File: src/hw/rtl/dkrs_pkg.sv
//------------------------------------------------------------------------------
// dkrs_pkg
// Shared types and constants for the date keyed record sorter.
//------------------------------------------------------------------------------
`default_nettype none

package dkrs_pkg;

	// Default store depth
	localparam int CAPACITY_DEF = 64;

	// Field widths
	localparam int YEAR_W  = 14;
	localparam int MONTH_W = 4;
	localparam int DAY_W   = 5;
	localparam int SEQ_W   = 7;
	localparam int REC_W   = YEAR_W + MONTH_W + DAY_W + SEQ_W;

	// Stream data widths, padded to whole bytes
	localparam int IN_TDATA_W  = 24;
	localparam int OUT_TDATA_W = 32;

	// Stored record: year in the top bits, so a plain unsigned compare orders
	// by date and then by arrival
	typedef struct packed {
		logic [YEAR_W-1:0]  year;
		logic [MONTH_W-1:0] month;
		logic [DAY_W-1:0]   day;
		logic [SEQ_W-1:0]   seq;
	} record_t;

	// Sequencer states
	typedef enum logic [2:0] {
		ST_IDLE,
		ST_INS_RD,
		ST_INS_CMP,
		ST_EMIT_RD,
		ST_EMIT_LD,
		ST_EMIT_OUT
	} seq_state_t;

endpackage

`default_nettype wire

File: src/hw/rtl/dkrs_store.sv
//------------------------------------------------------------------------------
// dkrs_store
// Record memory: one write port, one read port with registered read data.
//------------------------------------------------------------------------------
`default_nettype none

module dkrs_store
	import dkrs_pkg::*;
#(
	parameter int DEPTH = CAPACITY_DEF,
	parameter int AW    = $clog2(DEPTH)
) (
	input  wire logic          clk,
	input  wire logic          we,
	input  wire logic [AW-1:0] waddr,
	input  wire record_t       wdata,
	input  wire logic [AW-1:0] raddr,
	output record_t            rdata
);

	record_t mem [DEPTH];
	record_t rdata_q;

	// Write and registered read
	always_ff @(posedge clk) begin
		if (we) begin
			mem[waddr] <= wdata;
		end
		rdata_q <= mem[raddr];
	end

	assign rdata = rdata_q;

endmodule

`default_nettype wire

File: src/hw/rtl/dkrs_seq.sv
//------------------------------------------------------------------------------
// dkrs_seq
// Sequencer: insertion sort into the record memory with one shared comparator,
// then read-out of the sorted batch through an output register.
//------------------------------------------------------------------------------
`default_nettype none

module dkrs_seq
	import dkrs_pkg::*;
#(
	parameter int CAPACITY = CAPACITY_DEF,
	parameter int AW       = $clog2(CAPACITY),
	parameter int CW       = $clog2(CAPACITY + 1)
) (
	input  wire logic               clk,
	input  wire logic               arst_n,
	// input beats
	input  wire logic               s_tvalid,
	output logic                    s_tready,
	input  wire logic [YEAR_W-1:0]  in_year,
	input  wire logic [MONTH_W-1:0] in_month,
	input  wire logic [DAY_W-1:0]   in_day,
	input  wire logic               in_last,
	// result beats
	output logic                    m_tvalid,
	input  wire logic               m_tready,
	output record_t                 out_rec,
	output logic                    out_last,
	output logic                    out_overflow,
	// memory port
	output logic                    mem_we,
	output logic [AW-1:0]           mem_waddr,
	output record_t                 mem_wdata,
	output logic [AW-1:0]           mem_raddr,
	input  wire record_t            mem_rdata
);

	seq_state_t      state_q, state_d;
	record_t         rec_q;
	record_t         out_q;
	logic            last_q;
	logic            ovf_q;
	logic [AW-1:0]   idx_q;
	logic [CW-1:0]   count_q;

	logic            in_acc;
	logic            full;
	logic            shift_c;
	logic            emit_end;
	logic            out_acc;
	logic [AW-1:0]   idx_m1;
	logic [AW-1:0]   idx_m2;

	assign in_acc   = s_tvalid && s_tready;
	assign out_acc  = m_tvalid && m_tready;
	assign full     = (count_q == CW'(CAPACITY));
	assign emit_end = ((CW'(idx_q) + CW'(1)) == count_q);

	// Guarded neighbour addresses, never outside the store
	assign idx_m1 = (idx_q == '0) ? '0 : idx_q - AW'(1);
	assign idx_m2 = (CW'(idx_q) < CW'(2)) ? '0 : idx_q - AW'(2);

	// Shared comparator: stored neighbour above the new record moves up
	assign shift_c = (idx_q != '0) && (mem_rdata > rec_q);

	// Next state
	always_comb begin
		state_d = state_q;
		case (state_q)
			ST_IDLE: begin
				if (in_acc) begin
					if (!full) begin
						state_d = ST_INS_RD;
					end else if (in_last) begin
						state_d = ST_EMIT_RD;
					end
				end
			end
			ST_INS_RD: begin
				state_d = ST_INS_CMP;
			end
			ST_INS_CMP: begin
				if (!shift_c) begin
					state_d = last_q ? ST_EMIT_RD : ST_IDLE;
				end
			end
			ST_EMIT_RD: begin
				state_d = ST_EMIT_LD;
			end
			ST_EMIT_LD: begin
				state_d = ST_EMIT_OUT;
			end
			ST_EMIT_OUT: begin
				if (out_acc) begin
					state_d = emit_end ? ST_IDLE : ST_EMIT_RD;
				end
			end
			default: begin
				state_d = ST_IDLE;
			end
		endcase
	end

	// Outputs and memory control
	always_comb begin
		s_tready  = 1'b0;
		m_tvalid  = 1'b0;
		mem_we    = 1'b0;
		mem_waddr = idx_q;
		mem_wdata = rec_q;
		mem_raddr = idx_m1;
		case (state_q)
			ST_IDLE: begin
				s_tready = 1'b1;
			end
			ST_INS_RD: begin
				mem_raddr = idx_m1;
			end
			ST_INS_CMP: begin
				mem_we = 1'b1;
				if (shift_c) begin
					mem_wdata = mem_rdata;
					mem_raddr = idx_m2;
				end
			end
			ST_EMIT_RD: begin
				mem_raddr = idx_q;
			end
			ST_EMIT_LD: begin
				mem_raddr = idx_q;
			end
			ST_EMIT_OUT: begin
				m_tvalid = 1'b1;
			end
			default: begin
				s_tready = 1'b0;
			end
		endcase
	end

	// State register
	always_ff @(posedge clk or negedge arst_n) begin
		if (!arst_n) begin
			state_q <= ST_IDLE;
		end else begin
			state_q <= state_d;
		end
	end

	// Batch bookkeeping
	always_ff @(posedge clk or negedge arst_n) begin
		if (!arst_n) begin
			count_q <= '0;
			ovf_q   <= 1'b0;
			idx_q   <= '0;
		end else begin
			case (state_q)
				ST_IDLE: begin
					if (in_acc) begin
						if (full) begin
							ovf_q <= 1'b1;
							idx_q <= '0;
						end else begin
							idx_q <= count_q[AW-1:0];
						end
					end
				end
				ST_INS_CMP: begin
					if (shift_c) begin
						idx_q <= idx_m1;
					end else begin
						count_q <= count_q + CW'(1);
						idx_q   <= '0;
					end
				end
				ST_EMIT_OUT: begin
					if (out_acc) begin
						if (emit_end) begin
							count_q <= '0;
							ovf_q   <= 1'b0;
							idx_q   <= '0;
						end else begin
							idx_q <= idx_q + AW'(1);
						end
					end
				end
				default: begin
					idx_q <= idx_q;
				end
			endcase
		end
	end

	// Record being inserted and end-of-batch mark
	always_ff @(posedge clk) begin
		if (in_acc) begin
			rec_q.year  <= in_year;
			rec_q.month <= in_month;
			rec_q.day   <= in_day;
			rec_q.seq   <= SEQ_W'(count_q) + SEQ_W'(1);
			last_q      <= in_last;
		end
	end

	// Output register
	always_ff @(posedge clk) begin
		if (state_q == ST_EMIT_LD) begin
			out_q <= mem_rdata;
		end
	end

	assign out_rec      = out_q;
	assign out_last     = emit_end;
	assign out_overflow = ovf_q;

endmodule

`default_nettype wire

File: src/hw/rtl/date_keyed_record_sorter.sv
//------------------------------------------------------------------------------
// date_keyed_record_sorter
// Collects a batch of dated records and returns them sorted by date.
//------------------------------------------------------------------------------
// Usage
//   s_* : one record per beat, tdata = year, month, day from bit 0 up,
//         tlast closes the batch. Records beyond CAPACITY are dropped.
//   m_* : sorted records, one per beat, emitted only after a closing beat.
//         tdata holds sequence number, year, month, day from bit 0 up;
//         tuser is the overflow flag of the batch; tlast marks the last one.
// Insertion and read-out
//   A record is inserted by walking the sorted store downwards with one
//   comparator and one read and one write port, one entry per cycle, through
//   the states ST_INS_RD and ST_INS_CMP. A dropped record only sets the
//   overflow flag. Each result passes ST_EMIT_RD, ST_EMIT_LD and ST_EMIT_OUT.
//   s_tready is low while a record is inserted or the batch is read out.
// Reset and stall
//   Reset empties the batch. A stalled result holds on m_* until taken; the
//   block waits meanwhile. After the last result the batch starts empty.
//------------------------------------------------------------------------------
`default_nettype none

module date_keyed_record_sorter
	import dkrs_pkg::*;
#(
	parameter int CAPACITY = CAPACITY_DEF
) (
	input  wire logic                   clk,
	input  wire logic                   arst_n,
	input  wire logic                   s_tvalid,
	output logic                        s_tready,
	input  wire logic [IN_TDATA_W-1:0]  s_tdata,  // birth_year, birth_month, birth_day
	input  wire logic                   s_tlast,
	output logic                        m_tvalid,
	input  wire logic                   m_tready,
	output logic [OUT_TDATA_W-1:0]      m_tdata,  // sequence_number, out_year, out_month, out_day
	output logic                        m_tuser,  // overflow
	output logic                        m_tlast
);

	localparam int AW = $clog2(CAPACITY);

	logic            mem_we;
	logic [AW-1:0]   mem_waddr;
	record_t         mem_wdata;
	logic [AW-1:0]   mem_raddr;
	record_t         mem_rdata;
	record_t         out_rec;

	dkrs_seq #(
		.CAPACITY (CAPACITY)
	) u_seq (
		.clk          (clk),
		.arst_n       (arst_n),
		.s_tvalid     (s_tvalid),
		.s_tready     (s_tready),
		.in_year      (s_tdata[YEAR_W-1:0]),
		.in_month     (s_tdata[YEAR_W+MONTH_W-1:YEAR_W]),
		.in_day       (s_tdata[YEAR_W+MONTH_W+DAY_W-1:YEAR_W+MONTH_W]),
		.in_last      (s_tlast),
		.m_tvalid     (m_tvalid),
		.m_tready     (m_tready),
		.out_rec      (out_rec),
		.out_last     (m_tlast),
		.out_overflow (m_tuser),
		.mem_we       (mem_we),
		.mem_waddr    (mem_waddr),
		.mem_wdata    (mem_wdata),
		.mem_raddr    (mem_raddr),
		.mem_rdata    (mem_rdata)
	);

	dkrs_store #(
		.DEPTH (CAPACITY)
	) u_store (
		.clk   (clk),
		.we    (mem_we),
		.waddr (mem_waddr),
		.wdata (mem_wdata),
		.raddr (mem_raddr),
		.rdata (mem_rdata)
	);

	// Result beat packing, sequence number lowest
	assign m_tdata = {2'b00, out_rec.day, out_rec.month, out_rec.year, out_rec.seq};

endmodule

`default_nettype wire

File: config.mk
export PLATFORM = sky130hd
export DESIGN_NAME = date_keyed_record_sorter
export DESIGN_NICKNAME = d
export VERILOG_FILES = /design/src/hw/rtl/dkrs_pkg.sv /design/src/hw/rtl/dkrs_store.sv /design/src/hw/rtl/dkrs_seq.sv /design/src/hw/rtl/date_keyed_record_sorter.sv
export SDC_FILE = /design/constraint.sdc
export NUM_CORES = 2
export LEC_CHECK = 0
export ABC_AREA = 1
export BUFFER_PORTS_ARGS = -buffer_cell sky130_fd_sc_hd__buf_2
export CELL_PAD_IN_SITES_DETAIL_PLACEMENT = 0
export CELL_PAD_IN_SITES_GLOBAL_PLACEMENT = 1
export CORE_MARGIN = 5
export CORE_UTILIZATION = 39
export CTS_CLUSTER_DIAMETER = 50
export DETAILED_ROUTE_END_ITERATION = 10
export GPL_TIMING_DRIVEN = 1
export PLACE_DENSITY = 0.67
export SYNTH_ARGS = -nofsm -noshare
export SYNTH_HDL_FRONTEND = slang
export SYNTH_SLANG_ARGS = --single-unit
File: constraint.sdc
create_clock -name clk -period 5.5 [get_ports clk]
set_clock_uncertainty 0.05 [all_clocks]
set_input_delay 0.275 -clock clk [delete_from_list [all_inputs] [get_ports clk]]
set_output_delay 0.275 -clock clk [all_outputs]
set_load 0.01 [all_outputs]
---- Word level (Yosys, flattened, before mapping) ----
Memory sizes are Yosys's and may differ from the RTL's. A register that Yosys moved wholly into a read port is not among the register bits.
Cells that the tools add are included.
cells by class
  add/subtract/negate cells ............... 5
  magnitude comparators ................... 2
  equality and inequality tests ........... 13
  muxes and demuxes ....................... 34
  reduce and logical (&&, ||, !) cells .... 14
operators by type and width
  kind                                                                           count
  30-bit 2-to-1 mux                                                              2
  6-bit 2-to-1 mux                                                               8
  30-bit greater-than comparator                                                 1
  7-bit 2-to-1 mux                                                               3
  3-bit case mux with 6 select lines                                             1
  6-bit case mux with 3 select lines                                             1
  3-bit 2-to-1 mux                                                               5
  7-bit case mux with 2 select lines                                             1
  6-bit case mux with 2 select lines                                             1
  1-bit 2-to-1 mux                                                               9
  2-bit by 1-bit inequality test with 1-bit output (second input constant)       4
  4-bit AND reduction                                                            2
  6-bit by 1-bit adder with 7-bit output (second input constant)                 1
  7-bit by 1-bit adder with 7-bit output (second input constant)                 1
  7-bit == test                                                                  1
  7-bit == test (second input constant)                                          1
  6-bit by 1-bit adder with 6-bit output (second input constant)                 1
  3-bit by 2-bit == test with 1-bit output (second input constant)               2
  3-bit == test (second input constant)                                          2
  6-bit zero test                                                                1
  6-bit by 2-bit less-than comparator with 1-bit output (second input constant)  1
  6-bit nonzero test                                                             1
  6-bit by 1-bit subtractor with 6-bit output (second input constant)            1
  6-bit by 2-bit subtractor with 6-bit output (second input constant)            1
  other kinds (12)                                                               16
word-level totals
  register bits after elaboration ......... 78
  bits in writable memories ............... 1920
  bits of input ports ..................... 29
  output and inout bits ................... 36
  logic and storage cells ................. 82
  memories kept ........................... 1
memories
  name         depth  width  read ports  clocked after memory_dff  wr ports  RTL line          RTL
  u_store.mem  64     30     1           1                         1         dkrs_store.sv:21  record_t mem [DEPTH];

---- Depth between registers and ports, before layout ----
  word-level depth ........................ 5
  depth in mapped cells ................... 25
  gate-level depth less buffers ........... 23

---- Hierarchy ----
Synthesis repeated with hierarchy kept, for this count alone.
unflattened totals
  cells, all modules ...................... 7104
  area, all modules ....................... 83089.7 um2
by module, submodules not included
  module                    instances  cells each  area each (um2)  seq. area each (um2)
  dkrs_store                1          6514        78129.9          58255.9
  dkrs_seq                  1          587         4941.0           2257.2
  date_keyed_record_sorter  1          3           18.8             0.0

---- Least setup slack after synthesis ----
No wires, ideal clock.
  path type ............................... reg2reg
  from .................................... register u_seq.idx_q[0] (netlist: u_seq.mem_waddr[0])
  to ...................................... memory u_store.mem[0][0] (netlist bit) (data pin)
  setup time .............................. 0.702 ns
  arrival time ............................ 4.088 ns
  required time ........................... 4.748 ns
  setup slack ............................. 0.660 ns
  cell stages (with the launch flop) ...... 11
  path buffers ............................ 1
  clock period less this slack ............ 4.840 ns
  cell sequence ........................... dfrtp_1 -> clkbuf_1 -> inv_1 -> ha_1 -> nand2_1 -> nor2_2 -> a21oi_2 -> nand2_4 -> nor2_8 -> inv_2 -> o21ai_0
RTL lines
  what                      RTL line          RTL
  start: declaration        dkrs_seq.sv:43    logic [AW-1:0] idx_q;
  start signal: assignment  dkrs_seq.sv:164   idx_q <= count_q[AW-1:0];
  start signal: assignment  dkrs_seq.sv:170   idx_q <= idx_m1;
  start signal: assignment  dkrs_seq.sv:183   idx_q <= idx_q + AW'(1);
  end: declaration          dkrs_store.sv:21

---- Final worst setup path ----
  from .................................... register u_seq.rec_q[19] (netlist bit)
  to ...................................... register u_store.rdata[5] (netlist name)
on the way
  word-level cells in the longest chain between the ends .. 4
RTL lines
  what                                RTL line         RTL
  start: declaration                  dkrs_seq.sv:39   record_t rec_q;
  30-bit greater-than comparator      dkrs_seq.sv:64   assign shift_c = (idx_q != '0) && (mem_rdata > rec_q);
  1-bit logical AND                   dkrs_seq.sv:64
  6-bit 2-to-1 mux                    dkrs_seq.sv:121  if (shift_c) begin
  6-bit case mux with 2 select lines  dkrs_seq.sv:112  case (state_q)
Every way passes these cells.
A chain may end at the register's enable or synchronous reset.

==> impl_metrics.tcl <==
set metrics [dict create \
    synth-edff-count 1981 \
    status "completed" \
    setup_violations 0 \
    worst_path_max_delay_cell "nand2_8" \
    clk_pin_slew_ps 60 \
    ys_types 49 \
    hold_depth 2 \
    grt_pass1_vias 56100 \
    path_cells "inv_1 > ha_1 > nand2_1 > nand2_1 > a21oi_1 > nand2_1 > a21oi_1 > nand2_2 > nand2_4 > nand3b_4 > nand2_8 > buf_12 > buf_12 > buf_4 > nand2_1 > nand2_1 > nand2_1 > nand3_1 > nand3_1 > nand3_1 > nand3_1 > nand2_1" \
    fin_util_pct 44.5 \
    die_h_um 485 \
    syn_inst 7924 \
    slew_headroom_pct 15.9 \
    rsz0062_at_grt "no" \
    post_cts_resized 0 \
    cts_inserted_buffers 222 \
    vias_per_cell 5.36 \
    crit_buf_inv 4 \
    drive_gt1_share_pct 8.78 \
    port_buffers 61 \
    clk_latency_ps 860 \
    drtAntennaViolNets 0 \
    dr.pass1.iters 8 \
    ys_seq_area_share_pct 68.7 \
    synth-seq-cells 2028 \
    hold_viol_final 0 \
    antenna_found_initial 5 \
    endpoint_kind "register" \
    regArea_sq_mm 0.0605 \
    num_rows 174 \
    maxSlewViolCount 0 \
    grt_max_degree 161 \
    clockRootBuffer "clkbuf_16" \
    vias 59500 \
    synthToLayoutAreaGrowth_pct 13.4 \
    pin_count 65 \
    path_delay_family "simple AND/OR/NAND/NOR gates" \
    grt_pass1_wl_mm 384 \
    cp-start-kind "register" \
    core-area_sq_mm 0.225 \
    synthFlopType "edfxtp_1" \
    wire_per_inst_um 23.7 \
    fin_area_sq_mm 0.0999 \
    ys_async_sr_fraction_pct 0.838 \
    place_congestion 0.834 \
    critical_path_depth 22 \
    fp.dieW_um 485 \
    hpwl_mm 141 \
    grt.total_usage_pct 21.7 \
    htreeDepth 4 \
    period_minus_slack_ps 4520 \
    ys_warn_count 0 \
    crit_required_ps 6230 \
    reg2reg_depth 22 \
    drcViolationCount 0 \
    hold_path_class "input port to register" \
    max_cap_violations 0 \
    post-cts-setup-buffers 0 \
    cp_common_cell "nand2_1" \
    multiInputGateArea_sq_mm 0.0233 \
    fp.dieArea_sq_mm 0.235 \
    cp.arrival_ps 5250 \
    grt_overflow 0 \
    path_class "register to register" \
    nNetsFinal 7982 \
    floorplan.initialDensity_pct 39.2 \
    finalCritPeriodShare_pct 82.3 \
    timing.fmax_mhz 221 \
    cts.sinks 2028 \
    wirelength_mm 263 \
    tightest_slew_ps 1260 \
    cts_tree "yes" \
    slowest_delay_ps 470 \
    n_fill_cell 20600 \
    place_area_sq_mm 0.0925 \
    finalSetupTns_ps 0 \
    synth_area_sq_mm 0.0880 \
    first_iter_violations 5983 \
    avgSynthCellArea_sq_um 11.1 \
    critPathMaxFanout 57 \
    fin_hold_ws_ps 88.2 \
    cts_max_path_buffers 3 \
]
-- what timing repair did --
action                     4_1_cts  5_1_grt
hold buffers                    28        0
setup endpoints to repair        0        0
hold endpoints to repair        51        0
-- layout make-up --
type                            count  area share (%)
Antenna cell                        4          0.0100
Clock buffer                      291            5.96
Clock inverter                    126            1.10
Inverter                          645            2.44
Multi-Input combinational cell   4718            23.3
Sequential cell                  2028            60.6
Tap cell                         2992            3.75
Timing Repair Buffer              299            2.82
-- cell families (layout without fill, tap and decap cells) --
kind of cell / count (synthesis) / after routing / share of synthesized area (%)
AND/OR/NAND/NOR: 4574 / 4574 / 24.2
flip-flops: 2028 / 2028 / 68.7
buffers and inverters: 1179 / 1361 / 5.83
AO/OA/AOI/OAI: 92 / 92 / 0.614
adder cells (fa/ha/maj): 39 / 39 / 0.554
XOR/XNOR: 11 / 11 / 0.109
other: 1 / 6 / 0.00426
-- sequential cells by signal (all words and copies together), names as in the netlist --
signal,count
u_seq.mem_waddr,6
u_seq.last_q,1
u_seq.out_rec,30
u_seq.out_overflow,1
u_store.mem,1920
u_store.rdata,30
u_seq.count_q,7
u_seq.state_q,3
u_seq.rec_q,30
-- routing by layer --
| layer | routed length (um) | track usage [%] | share of wire (%) |
|---|---|---|---|
| met1 | 115000 | 30.7 | 44 |
| met2 | 122000 | 34.3 | 46 |
| met3 | 17100 | 3.09 | 6.5 |
| met4 | 9250 | 7.52 | 3.5 |
| met5 | 0 | 0 | 0 |
-- Yosys cell counts (all sizes together), types with 5 or more instances --
library cell / number / area [sq um]
a21oi: 14 / 81.3
dfrtp: 17 / 425
nand3b: 421 / 3160
buf: 424 / 2300
nand2: 2085 / 7850
clkbuf: 110 / 413
nor2: 121 / 495
nand3: 1938 / 9700
edfxtp: 1981 / 59500
o21ai: 55 / 275
ha: 39 / 488
inv: 644 / 2420
o22ai: 5 / 31.3
xor2: 10 / 87.6
dfxtp: 30 / 601
nor3: 5 / 30.0
-- worst paths after layout --
check / startpoint / end / slack [ps]
hold / removal: s_tdata[19] / u_seq.rec_q[8]$_DFFE_PP_ / 90
max in group asynchronous: arst_n / u_seq.count_q[5]$_DFFE_PN0P_ / 4100
setup / recovery: u_seq.rec_q[19]$_DFFE_PP_ / u_store.rdata[5]$_DFF_P_ / 980
min in group asynchronous: arst_n / u_seq.mem_waddr[1]$_DFFE_PN0P_ / 730
hold reg to reg: u_store.rdata[13]$_DFF_P_ / u_seq.out_rec[13]$_DFFE_PP_ / 420
setup reg to reg: u_seq.rec_q[19]$_DFFE_PP_ / u_store.rdata[5]$_DFF_P_ / 980
-- stage by stage --
stage / setup slack, ps / std cells
2_1_floorplan: 660 / 7925
3_3_place_gp: 943 / 10700
3_5_place_dp: 1010 / 10700
4_1_cts: 984 / 11100
5_1_grt: 767 / 11100
6_report: 976 / 11100
-- layout by cell type, fill, tap and decap left out, types with 47 or more instances in the layout --
cell / synthesis / routed
nand3_1: 1937 / 1937
clkinv_1: 1 / 47
buf_4: 36 / 158
nor2_1: 114 / 49
clkbuf_16: 0 / 226
clkbuf_1: 110 / 60
inv_1: 632 / 632
buf_12: 0 / 52
nand3b_1: 420 / 420
buf_2: 370 / 61
nand2_1: 2080 / 2079
nor2_4: 2 / 68
edfxtp_1: 1981 / 1981
Power is not shown: default switching activity piles up to over one toggle a cycle in this logic, so the estimate is an artifact.
